===== src/rtl/core/g711c_pkg.sv =====
`timescale 1ns / 1ps

package g711c_pkg;

  typedef logic [1:0] cmd_t;

  localparam cmd_t CMD_ENCODE    = 2'd0;
  localparam cmd_t CMD_DECODE    = 2'd1;
  localparam cmd_t CMD_TRANSCODE = 2'd2;

  localparam logic LAW_MU = 1'b0;
  localparam logic LAW_A  = 1'b1;

  // 17-bit signed magnitude domain: biased mu-law and offset A-law values
  typedef logic signed [16:0] lin_t;
  typedef logic [6:0]         mag7_t;

  localparam logic [7:0] A_MASK_POS  = 8'hD5;
  localparam logic [7:0] A_MASK_NEG  = 8'h55;
  localparam logic [7:0] MU_MASK_POS = 8'hFF;
  localparam logic [7:0] MU_MASK_NEG = 8'h7F;
  localparam logic [7:0] MAG_MASK    = 8'h7F;

  localparam lin_t        MU_BIAS    = 17'sh00084;
  localparam lin_t        A_NEG_OFS  = 17'sh00008;
  localparam logic [15:0] MU_BIAS16  = 16'h0084;
  localparam logic [15:0] A_SEG_BIAS = 16'h0108;
  localparam logic [15:0] A_SEG0_OFS = 16'h0008;

  localparam lin_t SEG_TOP [8] = '{
    17'sh000FF, 17'sh001FF, 17'sh003FF, 17'sh007FF,
    17'sh00FFF, 17'sh01FFF, 17'sh03FFF, 17'sh07FFF
  };

  // mu-law magnitude code -> A-law magnitude code
  localparam mag7_t MU2A_TAB [128] = '{
    7'd0,   7'd0,   7'd1,   7'd1,   7'd2,   7'd2,   7'd3,   7'd3,
    7'd4,   7'd4,   7'd5,   7'd5,   7'd6,   7'd6,   7'd7,   7'd7,
    7'd8,   7'd9,   7'd10,  7'd11,  7'd12,  7'd13,  7'd14,  7'd15,
    7'd16,  7'd17,  7'd18,  7'd19,  7'd20,  7'd21,  7'd22,  7'd23,
    7'd24,  7'd26,  7'd28,  7'd30,  7'd32,  7'd33,  7'd34,  7'd35,
    7'd36,  7'd37,  7'd38,  7'd39,  7'd40,  7'd41,  7'd42,  7'd43,
    7'd45,  7'd47,  7'd48,  7'd49,  7'd50,  7'd51,  7'd52,  7'd53,
    7'd54,  7'd55,  7'd56,  7'd57,  7'd58,  7'd59,  7'd60,  7'd61,
    7'd63,  7'd64,  7'd65,  7'd66,  7'd67,  7'd68,  7'd69,  7'd70,
    7'd71,  7'd72,  7'd73,  7'd74,  7'd75,  7'd76,  7'd77,  7'd78,
    7'd80,  7'd81,  7'd82,  7'd83,  7'd84,  7'd85,  7'd86,  7'd87,
    7'd88,  7'd89,  7'd90,  7'd91,  7'd92,  7'd93,  7'd94,  7'd95,
    7'd96,  7'd97,  7'd98,  7'd99,  7'd100, 7'd101, 7'd102, 7'd103,
    7'd104, 7'd105, 7'd106, 7'd107, 7'd108, 7'd109, 7'd110, 7'd111,
    7'd112, 7'd113, 7'd114, 7'd115, 7'd116, 7'd117, 7'd118, 7'd119,
    7'd120, 7'd121, 7'd122, 7'd123, 7'd124, 7'd125, 7'd126, 7'd127
  };

  // A-law magnitude code -> mu-law magnitude code
  localparam mag7_t A2MU_TAB [128] = '{
    7'd1,   7'd3,   7'd5,   7'd7,   7'd9,   7'd11,  7'd13,  7'd15,
    7'd16,  7'd17,  7'd18,  7'd19,  7'd20,  7'd21,  7'd22,  7'd23,
    7'd24,  7'd25,  7'd26,  7'd27,  7'd28,  7'd29,  7'd30,  7'd31,
    7'd32,  7'd32,  7'd33,  7'd33,  7'd34,  7'd34,  7'd35,  7'd35,
    7'd36,  7'd37,  7'd38,  7'd39,  7'd40,  7'd41,  7'd42,  7'd43,
    7'd44,  7'd45,  7'd46,  7'd47,  7'd48,  7'd48,  7'd49,  7'd49,
    7'd50,  7'd51,  7'd52,  7'd53,  7'd54,  7'd55,  7'd56,  7'd57,
    7'd58,  7'd59,  7'd60,  7'd61,  7'd62,  7'd63,  7'd64,  7'd64,
    7'd65,  7'd66,  7'd67,  7'd68,  7'd69,  7'd70,  7'd71,  7'd72,
    7'd73,  7'd74,  7'd75,  7'd76,  7'd77,  7'd78,  7'd79,  7'd79,
    7'd80,  7'd81,  7'd82,  7'd83,  7'd84,  7'd85,  7'd86,  7'd87,
    7'd88,  7'd89,  7'd90,  7'd91,  7'd92,  7'd93,  7'd94,  7'd95,
    7'd96,  7'd97,  7'd98,  7'd99,  7'd100, 7'd101, 7'd102, 7'd103,
    7'd104, 7'd105, 7'd106, 7'd107, 7'd108, 7'd109, 7'd110, 7'd111,
    7'd112, 7'd113, 7'd114, 7'd115, 7'd116, 7'd117, 7'd118, 7'd119,
    7'd120, 7'd121, 7'd122, 7'd123, 7'd124, 7'd125, 7'd126, 7'd127
  };

  typedef struct packed {
    cmd_t       cmd;
    logic       law;
    logic       sbit;
    lin_t       v;
    logic [7:0] code;
  } s1_t;

  typedef struct packed {
    cmd_t        cmd;
    logic        law;
    logic        sbit;
    logic        sat;
    logic [7:0]  pre;
    logic [15:0] mag;
  } s2_t;

endpackage


===== src/rtl/core/g711c_in_if.sv =====
`timescale 1ns / 1ps

interface g711c_in_if;
  logic               valid;
  logic               ready;
  g711c_pkg::cmd_t    command;
  logic signed [15:0] sample;
  logic [7:0]         code;

  modport source (output valid, command, sample, code, input ready);
  modport sink   (input valid, command, sample, code, output ready);
endinterface


===== src/rtl/core/g711c_out_if.sv =====
`timescale 1ns / 1ps

interface g711c_out_if;
  logic               valid;
  logic               ready;
  logic [7:0]         out_code;
  logic signed [15:0] out_sample;

  modport source (output valid, out_code, out_sample, input ready);
  modport sink   (input valid, out_code, out_sample, output ready);
endinterface


===== src/rtl/core/g711c_cfg_if.sv =====
`timescale 1ns / 1ps

interface g711c_cfg_if;
  logic valid;
  logic ready;
  logic data;

  modport source (output valid, data, input ready);
  modport sink   (input valid, data, output ready);
endinterface


===== src/rtl/core/g711c_seg.sv =====
`timescale 1ns / 1ps

module g711c_seg (
  input  g711c_pkg::lin_t v,
  input  logic            law,
  output logic [6:0]      segq,
  output logic            sat
);

  logic [2:0]  seg;
  logic [3:0]  sh;
  logic [16:0] shifted;

  always_comb begin
    seg = 3'd7;
    for (int i = 6; i >= 0; i--) begin
      if (v <= g711c_pkg::SEG_TOP[i]) begin
        seg = 3'(i);
      end
    end
    sat = (v > g711c_pkg::SEG_TOP[7]);
    if (law == g711c_pkg::LAW_A && seg < 3'd2) begin
      sh = 4'd4;
    end else begin
      sh = {1'b0, seg} + 4'd3;
    end
    shifted = 17'(unsigned'(v)) >> sh;
    segq    = {seg, shifted[3:0]};
  end

endmodule


===== src/rtl/core/g711_companding_codec.sv =====
`timescale 1ns / 1ps

// G.711 A-law / mu-law codec. One beat in, one beat out; a new beat is taken
// every cycle while the pipe is not stalled (three register stages:
// operand prep, segment search / expansion shift / table lookup, sign and
// mask fixup into the output register). Backpressure on the output stalls
// the pipe stage by stage, so bubbles are squeezed out. Write cfg only when
// the pipe is empty; cfg.data = 0 selects mu-law, 1 selects A-law.
module g711_companding_codec (
  input  logic          clk,
  input  logic          rst_n,
  g711c_in_if.sink      in_ch,
  g711c_out_if.source   out_ch,
  g711c_cfg_if.sink     cfg_ch
);

  logic law_r;

  logic              s1_v_r;
  g711c_pkg::s1_t    s1_r;
  g711c_pkg::s1_t    s1_nxt;
  logic              s2_v_r;
  g711c_pkg::s2_t    s2_r;
  g711c_pkg::s2_t    s2_nxt;
  logic              out_v_r;
  logic [7:0]        out_code_r;
  logic [7:0]        out_code_nxt;
  logic signed [15:0] out_sample_r;
  logic signed [15:0] out_sample_nxt;

  logic en1, en2, en3;

  assign en3 = !out_v_r || out_ch.ready;
  assign en2 = !s2_v_r || en3;
  assign en1 = !s1_v_r || en2;

  assign in_ch.ready       = en1;
  assign cfg_ch.ready      = 1'b1;
  assign out_ch.valid      = out_v_r;
  assign out_ch.out_code   = out_code_r;
  assign out_ch.out_sample = out_sample_r;

  always_ff @(posedge clk) begin
    if (!rst_n) begin
      law_r <= g711c_pkg::LAW_MU;
    end else if (cfg_ch.valid) begin
      law_r <= cfg_ch.data;
    end
  end

  // stage 1: magnitude prep
  g711c_pkg::lin_t s_ext;
  g711c_pkg::lin_t mag;

  always_comb begin
    s_ext = {in_ch.sample[15], in_ch.sample};
    mag   = in_ch.sample[15] ? -s_ext : s_ext;
    s1_nxt.cmd  = in_ch.command;
    s1_nxt.law  = law_r;
    s1_nxt.sbit = in_ch.sample[15];
    s1_nxt.code = in_ch.code;
    if (law_r == g711c_pkg::LAW_A) begin
      s1_nxt.v = in_ch.sample[15] ? mag - g711c_pkg::A_NEG_OFS : mag;
    end else begin
      s1_nxt.v = mag + g711c_pkg::MU_BIAS;
    end
  end

  always_ff @(posedge clk) begin
    if (!rst_n) begin
      s1_v_r <= 1'b0;
    end else if (en1) begin
      s1_v_r <= in_ch.valid;
    end
  end

  always_ff @(posedge clk) begin
    if (en1) begin
      s1_r <= s1_nxt;
    end
  end

  // stage 2: segment search, expansion, table lookup
  logic [6:0]  segq;
  logic        seg_sat;
  logic [7:0]  a_byte;
  logic [7:0]  u_byte;
  logic [15:0] ta0;
  logic [15:0] ta;
  logic [15:0] tm;
  logic [6:0]  tab;

  g711c_seg u_seg (
    .v    (s1_r.v),
    .law  (s1_r.law),
    .segq (segq),
    .sat  (seg_sat)
  );

  always_comb begin
    a_byte = s1_r.code ^ g711c_pkg::A_MASK_NEG;
    u_byte = ~s1_r.code;
    ta0    = {8'd0, a_byte[3:0], 4'd0};
    if (a_byte[6:4] == 3'd0) begin
      ta = ta0 + g711c_pkg::A_SEG0_OFS;
    end else begin
      ta = (ta0 + g711c_pkg::A_SEG_BIAS) << (a_byte[6:4] - 3'd1);
    end
    tm = ({9'd0, u_byte[3:0], 3'd0} + g711c_pkg::MU_BIAS16) << u_byte[6:4];

    if (s1_r.law == g711c_pkg::LAW_A) begin
      tab = g711c_pkg::A2MU_TAB[s1_r.code[6:0] ^ g711c_pkg::A_MASK_NEG[6:0]];
    end else begin
      tab = g711c_pkg::MU2A_TAB[~s1_r.code[6:0]];
    end

    s2_nxt.cmd  = s1_r.cmd;
    s2_nxt.law  = s1_r.law;
    s2_nxt.sbit = (s1_r.cmd == g711c_pkg::CMD_ENCODE) ? s1_r.sbit : s1_r.code[7];
    s2_nxt.sat  = seg_sat;
    s2_nxt.mag  = 16'd0;
    case (s1_r.cmd)
      g711c_pkg::CMD_ENCODE: begin
        s2_nxt.pre = {1'b0, segq};
      end
      g711c_pkg::CMD_DECODE: begin
        s2_nxt.pre = 8'd0;
        s2_nxt.mag = (s1_r.law == g711c_pkg::LAW_A) ? ta : tm;
      end
      g711c_pkg::CMD_TRANSCODE: begin
        s2_nxt.pre = {1'b0, tab};
      end
      default: begin
        s2_nxt.pre = 8'd0;
      end
    endcase
  end

  always_ff @(posedge clk) begin
    if (!rst_n) begin
      s2_v_r <= 1'b0;
    end else if (en2) begin
      s2_v_r <= s1_v_r;
    end
  end

  always_ff @(posedge clk) begin
    if (en2) begin
      s2_r <= s2_nxt;
    end
  end

  // stage 3: sign / mask fixup
  logic [7:0] enc_mask;
  logic [7:0] trn_mask;

  always_comb begin
    if (s2_r.law == g711c_pkg::LAW_A) begin
      enc_mask = s2_r.sbit ? g711c_pkg::A_MASK_NEG : g711c_pkg::A_MASK_POS;
      trn_mask = s2_r.sbit ? g711c_pkg::MU_MASK_POS : g711c_pkg::MU_MASK_NEG;
    end else begin
      enc_mask = s2_r.sbit ? g711c_pkg::MU_MASK_NEG : g711c_pkg::MU_MASK_POS;
      trn_mask = s2_r.sbit ? g711c_pkg::A_MASK_POS : g711c_pkg::A_MASK_NEG;
    end
    out_code_nxt   = 8'd0;
    out_sample_nxt = 16'sd0;
    case (s2_r.cmd)
      g711c_pkg::CMD_ENCODE: begin
        out_code_nxt = s2_r.sat ? (g711c_pkg::MAG_MASK ^ enc_mask) : (s2_r.pre ^ enc_mask);
      end
      g711c_pkg::CMD_DECODE: begin
        if (s2_r.law == g711c_pkg::LAW_A) begin
          out_sample_nxt = s2_r.sbit ? s2_r.mag : -s2_r.mag;
        end else begin
          out_sample_nxt = s2_r.sbit ? (s2_r.mag - g711c_pkg::MU_BIAS16)
                                     : (g711c_pkg::MU_BIAS16 - s2_r.mag);
        end
      end
      g711c_pkg::CMD_TRANSCODE: begin
        out_code_nxt = s2_r.pre ^ trn_mask;
      end
      default: begin
        out_code_nxt = 8'd0;
      end
    endcase
  end

  always_ff @(posedge clk) begin
    if (!rst_n) begin
      out_v_r <= 1'b0;
    end else if (en3) begin
      out_v_r <= s2_v_r;
    end
  end

  always_ff @(posedge clk) begin
    if (en3) begin
      out_code_r   <= out_code_nxt;
      out_sample_r <= out_sample_nxt;
    end
  end

`ifndef SYNTH
  a_accept_enters: assert property (@(posedge clk) disable iff (!rst_n)
    (in_ch.valid && in_ch.ready) |=> s1_v_r)
    else $error("accepted beat did not enter stage 1");

  a_s1_hold: assert property (@(posedge clk) disable iff (!rst_n)
    (s1_v_r && !en2) |=> (s1_v_r && $stable(s1_r)))
    else $error("stage 1 beat lost or changed during stall");

  a_s2_advance: assert property (@(posedge clk) disable iff (!rst_n)
    (s2_v_r && en3) |=> out_v_r)
    else $error("stage 2 beat did not reach output");
`endif

endmodule

===== src/flat_wrapper.sv =====
// flat-port wrapper written by rule: the top's interface ports become plain ports
module g711_companding_codec_flat 
  (clk, rst_n, in_ch_valid, in_ch_command, in_ch_sample, in_ch_code, in_ch_ready, out_ch_valid, out_ch_out_code, out_ch_out_sample, out_ch_ready, cfg_ch_valid, cfg_ch_data, cfg_ch_ready);
  g711c_in_if in_ch_i ();
  g711c_out_if out_ch_i ();
  g711c_cfg_if cfg_ch_i ();
  input  logic clk;
  input  logic rst_n;
  input wire logic [$bits(in_ch_i.valid)-1:0] in_ch_valid;
  input wire logic [$bits(in_ch_i.command)-1:0] in_ch_command;
  input wire logic [$bits(in_ch_i.sample)-1:0] in_ch_sample;
  input wire logic [$bits(in_ch_i.code)-1:0] in_ch_code;
  output wire logic [$bits(in_ch_i.ready)-1:0] in_ch_ready;
  output wire logic [$bits(out_ch_i.valid)-1:0] out_ch_valid;
  output wire logic [$bits(out_ch_i.out_code)-1:0] out_ch_out_code;
  output wire logic [$bits(out_ch_i.out_sample)-1:0] out_ch_out_sample;
  input wire logic [$bits(out_ch_i.ready)-1:0] out_ch_ready;
  input wire logic [$bits(cfg_ch_i.valid)-1:0] cfg_ch_valid;
  input wire logic [$bits(cfg_ch_i.data)-1:0] cfg_ch_data;
  output wire logic [$bits(cfg_ch_i.ready)-1:0] cfg_ch_ready;
  assign in_ch_i.valid = in_ch_valid;
  assign in_ch_i.command = in_ch_command;
  assign in_ch_i.sample = in_ch_sample;
  assign in_ch_i.code = in_ch_code;
  assign in_ch_ready = in_ch_i.ready;
  assign out_ch_valid = out_ch_i.valid;
  assign out_ch_out_code = out_ch_i.out_code;
  assign out_ch_out_sample = out_ch_i.out_sample;
  assign out_ch_i.ready = out_ch_ready;
  assign cfg_ch_i.valid = cfg_ch_valid;
  assign cfg_ch_i.data = cfg_ch_data;
  assign cfg_ch_ready = cfg_ch_i.ready;
  g711_companding_codec u_core (.clk(clk), .rst_n(rst_n), .in_ch(in_ch_i), .out_ch(out_ch_i), .cfg_ch(cfg_ch_i));
endmodule

===== config.mk =====
export PLATFORM = sky130hd
export DESIGN_NAME = g711_companding_codec_flat
export DESIGN_NICKNAME = d
export VERILOG_FILES = /design/src/rtl/core/g711c_pkg.sv /design/src/rtl/core/g711c_in_if.sv /design/src/rtl/core/g711c_out_if.sv /design/src/rtl/core/g711c_cfg_if.sv /design/src/rtl/core/g711c_seg.sv /design/src/rtl/core/g711_companding_codec.sv /design/src/flat_wrapper.sv
export SDC_FILE = /design/constraint.sdc
export NUM_CORES = 1
export LEC_CHECK = 0
export BUFFER_PORTS_ARGS = -buffer_cell sky130_fd_sc_hd__buf_2
export CAP_MARGIN = 20
export CORE_AREA = 4 4 111 113
export CTS_BUF_LIST = sky130_fd_sc_hd__clkbuf_4
export DETAILED_ROUTE_END_ITERATION = 10
export DIE_AREA = 0 0 115 117
export PLACE_DENSITY = 0.9
export SLEW_MARGIN = 0
export SYNTH_ARGS = -nofsm -noshare
export SYNTH_HDL_FRONTEND = slang
export SYNTH_SLANG_ARGS = --single-unit

===== constraint.sdc =====
create_clock -name clk -period 4.45 [get_ports clk]
set_clock_uncertainty 0.2 [all_clocks]
set_input_delay 0.2225 -clock clk [delete_from_list [all_inputs] [get_ports clk]]
set_output_delay 0.2225 -clock clk [all_outputs]
set_load 0.005 [all_outputs]

==> metrics.yaml, run 1 <==
worst_setup_path:
  cp_cell_sequence: "nor3_1 > o21ai_1 > nand2_1 > inv_1 > ha_1 > inv_1 > a21oi_1 > a32oi_1 > nand2_1 > a31oi_1 > o41ai_1 > a311oi_1"
  critPathMaxStageDelay_ps: 620
  worst-setup-path-type: "reg -> reg"
  worst-endpoint-arrival_ps: 3670
  cp_max_fo: 12
  end_kind: "flop"
  cp_slowest_cell: "a32oi_1"
  rrSetupSlack_ps: 840
  ff2ff_path_depth: 12
  cp-start-kind: "flop"
  cp.required_ps: 4500
  rr_endpoint: "u_core.s2_r[19]"
  r2r_start: "u_core.s1_r[24]"
global_routing:
  antenna_found_initial: 0
  overflow: 0
  grt_first_pass_wirelength_um: 24300
  grt.total_usage: 0.222
  grt_max_degree: 40
  first_global_vias: 5171
sta:
  finalSetupTns_ps: 0
  slew_headroom: 0.296
  hold-worst-slack_ps: 51.9
  rsz0062_at_grt: "no"
  fmax_mhz: 277
  tightest_slew_ps: 1050
  timing.final.max_slew_violations: 0
  setup_viol: 0
  finalCriticalPeriod_ps: 3610
  hold_viol_final: 0
  period_share: 0.812
layout:
  final_nets: 838
  final_cell_mix: "88 x nor2_1, 77 x edfxtp_1, 55 x buf_2"
  stdcell_count: 923
  drive_gt1_frac: 0.142
  layout_commonest_cell: "nor2_1"
  fin_area_um2: 7250
  diodes: 0
  syn_to_final_growth_pct: 9.07
  fill_cells: 916
synth:
  synth_compound_area_frac: 0.201
  syn_area_um2: 6650
  avgSynthCellArea_um2: 9.07
  synthSimpleGateAreaFrac: 0.184
  synth_flop_cell: "edfxtp_1"
  synth.area.top_cells: "edfxtp_1 35%, ha_1 5.8%, nor2_1 5.0%, mux2i_1 3.8%, o21ai_0 3.6%"
  synth_warnings: 0
  synthXorXnorAreaFrac: 0.0627
  synth_cells: 733
  yosysSeqAreaShare: 0.360
  synth_top_family_by_area: "compound AO/OA/AOI/OAI gates"
  synth_fa_ha_area_frac: 0.0583
  synth_top_cell_by_area: "edfxtp_1"
  async_flop_share: 0
  synth_edf_count: 77
  synth_seq_cells: 81
  synth.top_cell.area_share: 0.348
  synthMuxAreaShare: 0.0749
  ys_types: 78
die:
  core_um2: 11300
  chipHeight_um: 117
  fp.dieArea_um2: 13500
  die_x_um: 115
  start_util: 0.587
  io_pins: 59
  rows: 39
power_and_ir_drop:
  leakage_nw: 2.94
  peakVddDrop_mv: 0.161
  p_sw_mw: 0.704
  p_int_mw: 1.39
  clkPwrFrac: 0.223
  power_density_nw_per_um2: 288
  switching_share: 0.337
  p_comb_frac: 0.300
  pwr-share-seq: 0.476
route:
  avgRoutedWirePerCell_um: 16.0
  drc: 0
  postRouteAntennaNets: 0
  num_vias: 5730
  via_per_inst: 6.21
  dr.pass1.iters: 6
  wl_um: 14800
  drt_iter0_markers: 766
run_status:
  status: "finished clean"
placed_design:
  dp_cells: 888
  gp_congestion: 0.967
  port_buffers: 55
  dpl-instance-area_um2: 6910
  dp_hpwl_um: 10500
hold_path:
  min_to: "u_core.s1_r[22]"
  min_path_cells: 3
  hold_class: "in -> reg"
  worstHoldStart: "in_ch_sample[14]"
clocking:
  cts_hold_buf: 19
  clk_pin_slew_worst_paths_ps: 120
  cts_setup_buffers: 0
  clk_latency_ps: 460
  cts.sinks: 81
  post_cts_resized: 0
  root_buffer: "clkbuf_4"
  cts_tree: "built"
  clk_path_buf_depth: 2
  h-tree-depth: 3
  cts_made_buffers: 9
job:
  maxCapViolCount: 0
final cells by class:
cell class,instances,area [µm²],share of cell area
well taps,143,179,0.0247
multi-input cells,564,3870,0.534
clock inverters,5,65.1,0.00897
repair buffers,81,518,0.0714
flip-flops and latches,81,2390,0.330
inverters,38,143,0.0197
clock buffers,11,82.6,0.0114
state kept, by name, summed over array words and instances (netlist names):
register                  count
u_core.law_r                  1
u_core.out_ch.valid           1
u_core.s2_r                  26
u_core.s2_v_r                 1
u_core.out_ch.out_code        8
u_core.s1_v_r                 1
u_core.out_ch.out_sample     14
u_core.a_byte                 4
u_core.s1_r                  25
power groups by stage:
stage	Clock, mW	Sequential (mW)	Combinational (mW)
floorplan	0	0.974	0.490
global placement	0	1.01	0.592
detailed placement	0	1.01	0.604
CTS	0.475	0.993	0.621
global route	0.499	1.01	0.695
finish	0.467	0.996	0.628
metal layers:
| metal | GRT usage | share of wire |
|---|---|---|
| met1 | 0.287 | 0.42 |
| met2 | 0.385 | 0.49 |
| met5 | 0 | 0 |
| met3 | 0.0350 | 0.076 |
| met4 | 0.0704 | 0.017 |
critical path, delay by kind of cell, from the launching register on:
family | cells | cell delay, ps
AOI/OAI and AO/OA | 6 | 1430
adders and majority gates | 1 | 240
buffers and inverters | 2 | 190
DFF | 1 | 570
and+or+nand+nor | 3 | 790
stage by stage:
| step | worst slack (ps) | utilization | total power, mW |
|---|---|---|---|
| 6_report | 835 | 0.641 | 2.09 |
| 3_5_place_dp | 933 | 0.611 | 1.61 |
| 3_3_place_gp | 996 | 0.611 | 1.60 |
| 5_1_grt | 627 | 0.641 | 2.20 |
| 2_1_floorplan | 1230 | - | 1.46 |
| 4_1_cts | 920 | 0.641 | 2.09 |
worst max-delay path by stage:
stage / from / endpoint / slack [ps] / cells past startpoint
CTS: u_core.s1_r[21] / u_core.s2_r[16] / 920 / 10
detailed placement: u_core.s1_r[21] / u_core.s2_r[16] / 930 / 10
finish: u_core.s1_r[24] / u_core.s2_r[19] / 840 / 12
global route: u_core.s1_r[24] / u_core.s2_r[19] / 630 / 12
floorplan: u_core.s1_r[21] / u_core.s2_r[16] / 1230 / 12
global placement: u_core.s1_r[21] / u_core.s2_r[16] / 1000 / 10
cell families after synthesis:
kind of cell / after synthesis
AO/OA/AOI/OAI: 197
XOR/XNOR: 45
adder cells (fa/ha/maj): 31
buffers and inverters: 89
flip-flops: 81
multiplexers: 41
other: 2
AND/OR/NAND/NOR: 247
Yosys cell counts, drive strengths merged (8+ instances only):
| master | n |
|---|---|
| nor2 | 88 |
| edfxtp | 77 |
| o21ai | 55 |
| a21oi | 46 |
| nand2 | 40 |
| inv | 36 |
| clkbuf | 35 |
| ha | 31 |
| nor3 | 28 |
| xnor2 | 26 |
| mux2i | 25 |
| nand3 | 19 |
| xor2 | 19 |
| buf | 16 |
| nor2b | 14 |
| nand2b | 12 |
| a221oi | 10 |
| mux2 | 10 |
| or4 | 10 |
| o41ai | 9 |
| a31oi | 8 |
Power figures use the tool's default switching activity.
==> run 2: changes to the inputs <==
- CORE_AREA: 4 4 111 113 -> 4 4 114 116
- DIE_AREA: 0 0 115 117 -> 0 0 118 120
- PLACE_DENSITY: 0.9 -> 0.89
- clock period: 4.45 -> 3 ns (I/O delays scaled with it)
==> metrics.yaml, run 2 (same netlist as run 1, synthesis figures left out) <==
clocking:
  cts_made_buffers: 9  # unchanged
  clk_path_buf_depth: 2  # unchanged
  root_buffer: "clkbuf_4"
  h-tree-depth: 3  # unchanged
  clk_latency_ps: 450  # about the same
  cts.sinks: 81  # unchanged
  clk_pin_slew_worst_paths_ps: 120  # about the same
  cts_tree: "built"
worst_setup_path:
  critPathMaxStageDelay_ps: 520  # -100 ps
  r2r_start: "u_core.s1_r[21]"
  crit_buf_inv: 3  # +1
  worst-setup-path-type: "reg -> reg"
  cp.required_ps: 3000  # -1500 ps
  worst-endpoint-arrival_ps: 3040  # -630 ps
  cp_max_fo: 5  # -7
  crit_path_start: "u_core.s1_r[21]"
  end_kind: "flop"
  cp-start-kind: "flop"
  cp_cell_sequence: "buf_4 > nand2b_1 > a21o_1 > nand2_4 > inv_1 > ha_4 > inv_4 > a21oi_2 > a32o_2 > mux2_1 > o21ai_1 > o21ba_1 > a211o_1"
  cp_slowest_cell: "edfxtp_1"
  critical-path-top-delay-family: "compound AO/OA/AOI/OAI gates"
sta:
  period_share: 1.01  # +0.200
  hold_viol_final: 0  # unchanged
  slew_headroom: 0.487  # +0.191
  hold-worst-slack_ps: 55.6  # +3.63 ps
  finalSetupTns_ps: -35.9  # -35.9 ps
  timing.final.max_slew_violations: 0  # unchanged
  fmax_mhz: 329  # +19%
  rsz0062_at_grt: "yes"
  finalCriticalPeriod_ps: 3040  # -579 ps
  fin_ws_ps: -35.9  # -871 ps
  setup_viol: 1  # +1
  tightest_slew_ps: 769  # -285 ps
layout:
  top_register: "u_core.s2_r"
  layout_commonest_cell: "nor2_1"
  fin_area_um2: 7900  # +8.9%
  largest_reg_flops: 26  # unchanged
  final_cell_mix: "84 x nor2_1, 77 x edfxtp_1, 63 x buf_4"
  final_nets: 898  # +7.2%
  diodes: 0  # unchanged
  drive_gt1_frac: 0.226  # +0.0842
  stdcell_count: 986  # +6.8%
  syn_to_final_growth_pct: 18.8
  fin_util: 0.663  # +0.0225
die:
  start_util: 0.558  # -0.0291
  io_pins: 59  # unchanged
  core_um2: 11900  # +5.2%
  die_x_um: 118  # +2.6%
  rows: 40  # +2.6%
  chipHeight_um: 120  # +2.6%
  fp.dieArea_um2: 14200  # +5.2%
placed_design:
  port_buffers: 55  # unchanged
  dp_hpwl_um: 11400  # +8.0%
  gp_congestion: 0.970  # +0.32%
  dpl-instance-area_um2: 7370  # +6.6%
  dp_cells: 946  # +6.5%
power_and_ir_drop:
  switching_share: 0.320  # -0.0170
  pwr-share-seq: 0.422  # -0.054
  p_sw_mw: 1.09  # +55%
  leakage_nw: 3.28  # +12%
  clkPwrFrac: 0.241  # +0.018
  power_density_nw_per_um2: 433  # +50%
  peakVddDrop_mv: 0.213  # +32%
  p_int_mw: 2.33  # +68%
  p_comb_frac: 0.337  # +0.037
route:
  dr.pass1.iters: 5  # -1
  postRouteAntennaNets: 0  # unchanged
  avgRoutedWirePerCell_um: 15.9  # -0.65%
  drt_iter0_markers: 641  # -16%
  via_per_inst: 6.06  # -2.3%
  drc: 0  # unchanged
  wl_um: 15700  # +6.1%
  num_vias: 5980  # +4.4%
hold_path:
  hold_class: "in -> reg"
  worstHoldStart: "in_ch_sample[14]"
global_routing:
  antenna_found_initial: 0  # unchanged
  overflow: 0  # unchanged
  first_global_vias: 5643  # +9.1%
  grt_max_degree: 32  # -20%
  grt_first_pass_wirelength_um: 26600  # +9.4%
  grt.total_usage: 0.224  # +0.00154
run_status:
  status: "finished with violations"
  violations: "setup timing"
job:
  maxCapViolCount: 0  # unchanged
==> run 2: changes by cell type in the layout (fill, tap and decap cells not counted), sizes merged <==
cell and delta:
buf +58, bufinv +2, clkbuf -2, clkinvlp -1, dlygate4sd3 +2
==> run 2: worst min-delay path: stages <==
cell	delay [ps]
buf_2	110
xor2_2	80
nand3_1	110
nor4b_1	80
==> run 2: layer usage <==
metal / up-vias / part of all wire / global-route usage
met5: - / 0 / 0
met4: 0 / 0.032 / 0.0872
met3: 56 / 0.064 / 0.0368
met2: 267 / 0.48 / 0.381
met1: 2735 / 0.43 / 0.286
li1: 2922 / - / -
==> run 2: through the flow <==
stage	total power [mW]	setup slack [ps]
floorplan	2.18	7.60
global placement	2.50	-9.38
detailed placement	2.53	-148
CTS	3.37	-6.34
global route	3.60	-164
finish	3.42	-35.9
==> run 2: what timing repair did <==
item,in CTS,in global routing
hold buffers,21,0
hold endpoints to repair,19,0
setup buffers,2,2
pin swaps,3,5
endpoints found under the setup margin,4,8
resized for setup,6,20
==> run 2: power groups by stage <==
stage / Clock, mW / Sequential (mW) / Combinational (mW)
after floorplan: 0 / 1.45 / 0.735
after global placement: 0 / 1.46 / 1.04
after detailed placement: 0 / 1.46 / 1.06
after CTS: 0.832 / 1.44 / 1.10
after global routing: 0.878 / 1.46 / 1.26
final: 0.826 / 1.44 / 1.15
==> run 2: layout make-up <==
cell class                 count  area [µm²]
inverter                      38         145
sequential                    81        2390
multi-input combinational    564        4000
clock inverter                 6         115
timing repair buffer         141         998
clock buffer                   9        67.6
tap                          147         184
fill                         919        4010
==> run 2: worst paths after layout <==
path / cells past startpoint / slack (ps) / endpoint
max: 13 / -40 / u_core.s2_r[16]
min: 4 / 60 / u_core.s1_r[24]
max reg2reg: 13 / -40 / u_core.s2_r[16]
min reg2reg: 1 / 330 / u_core.out_ch.out_code[2]
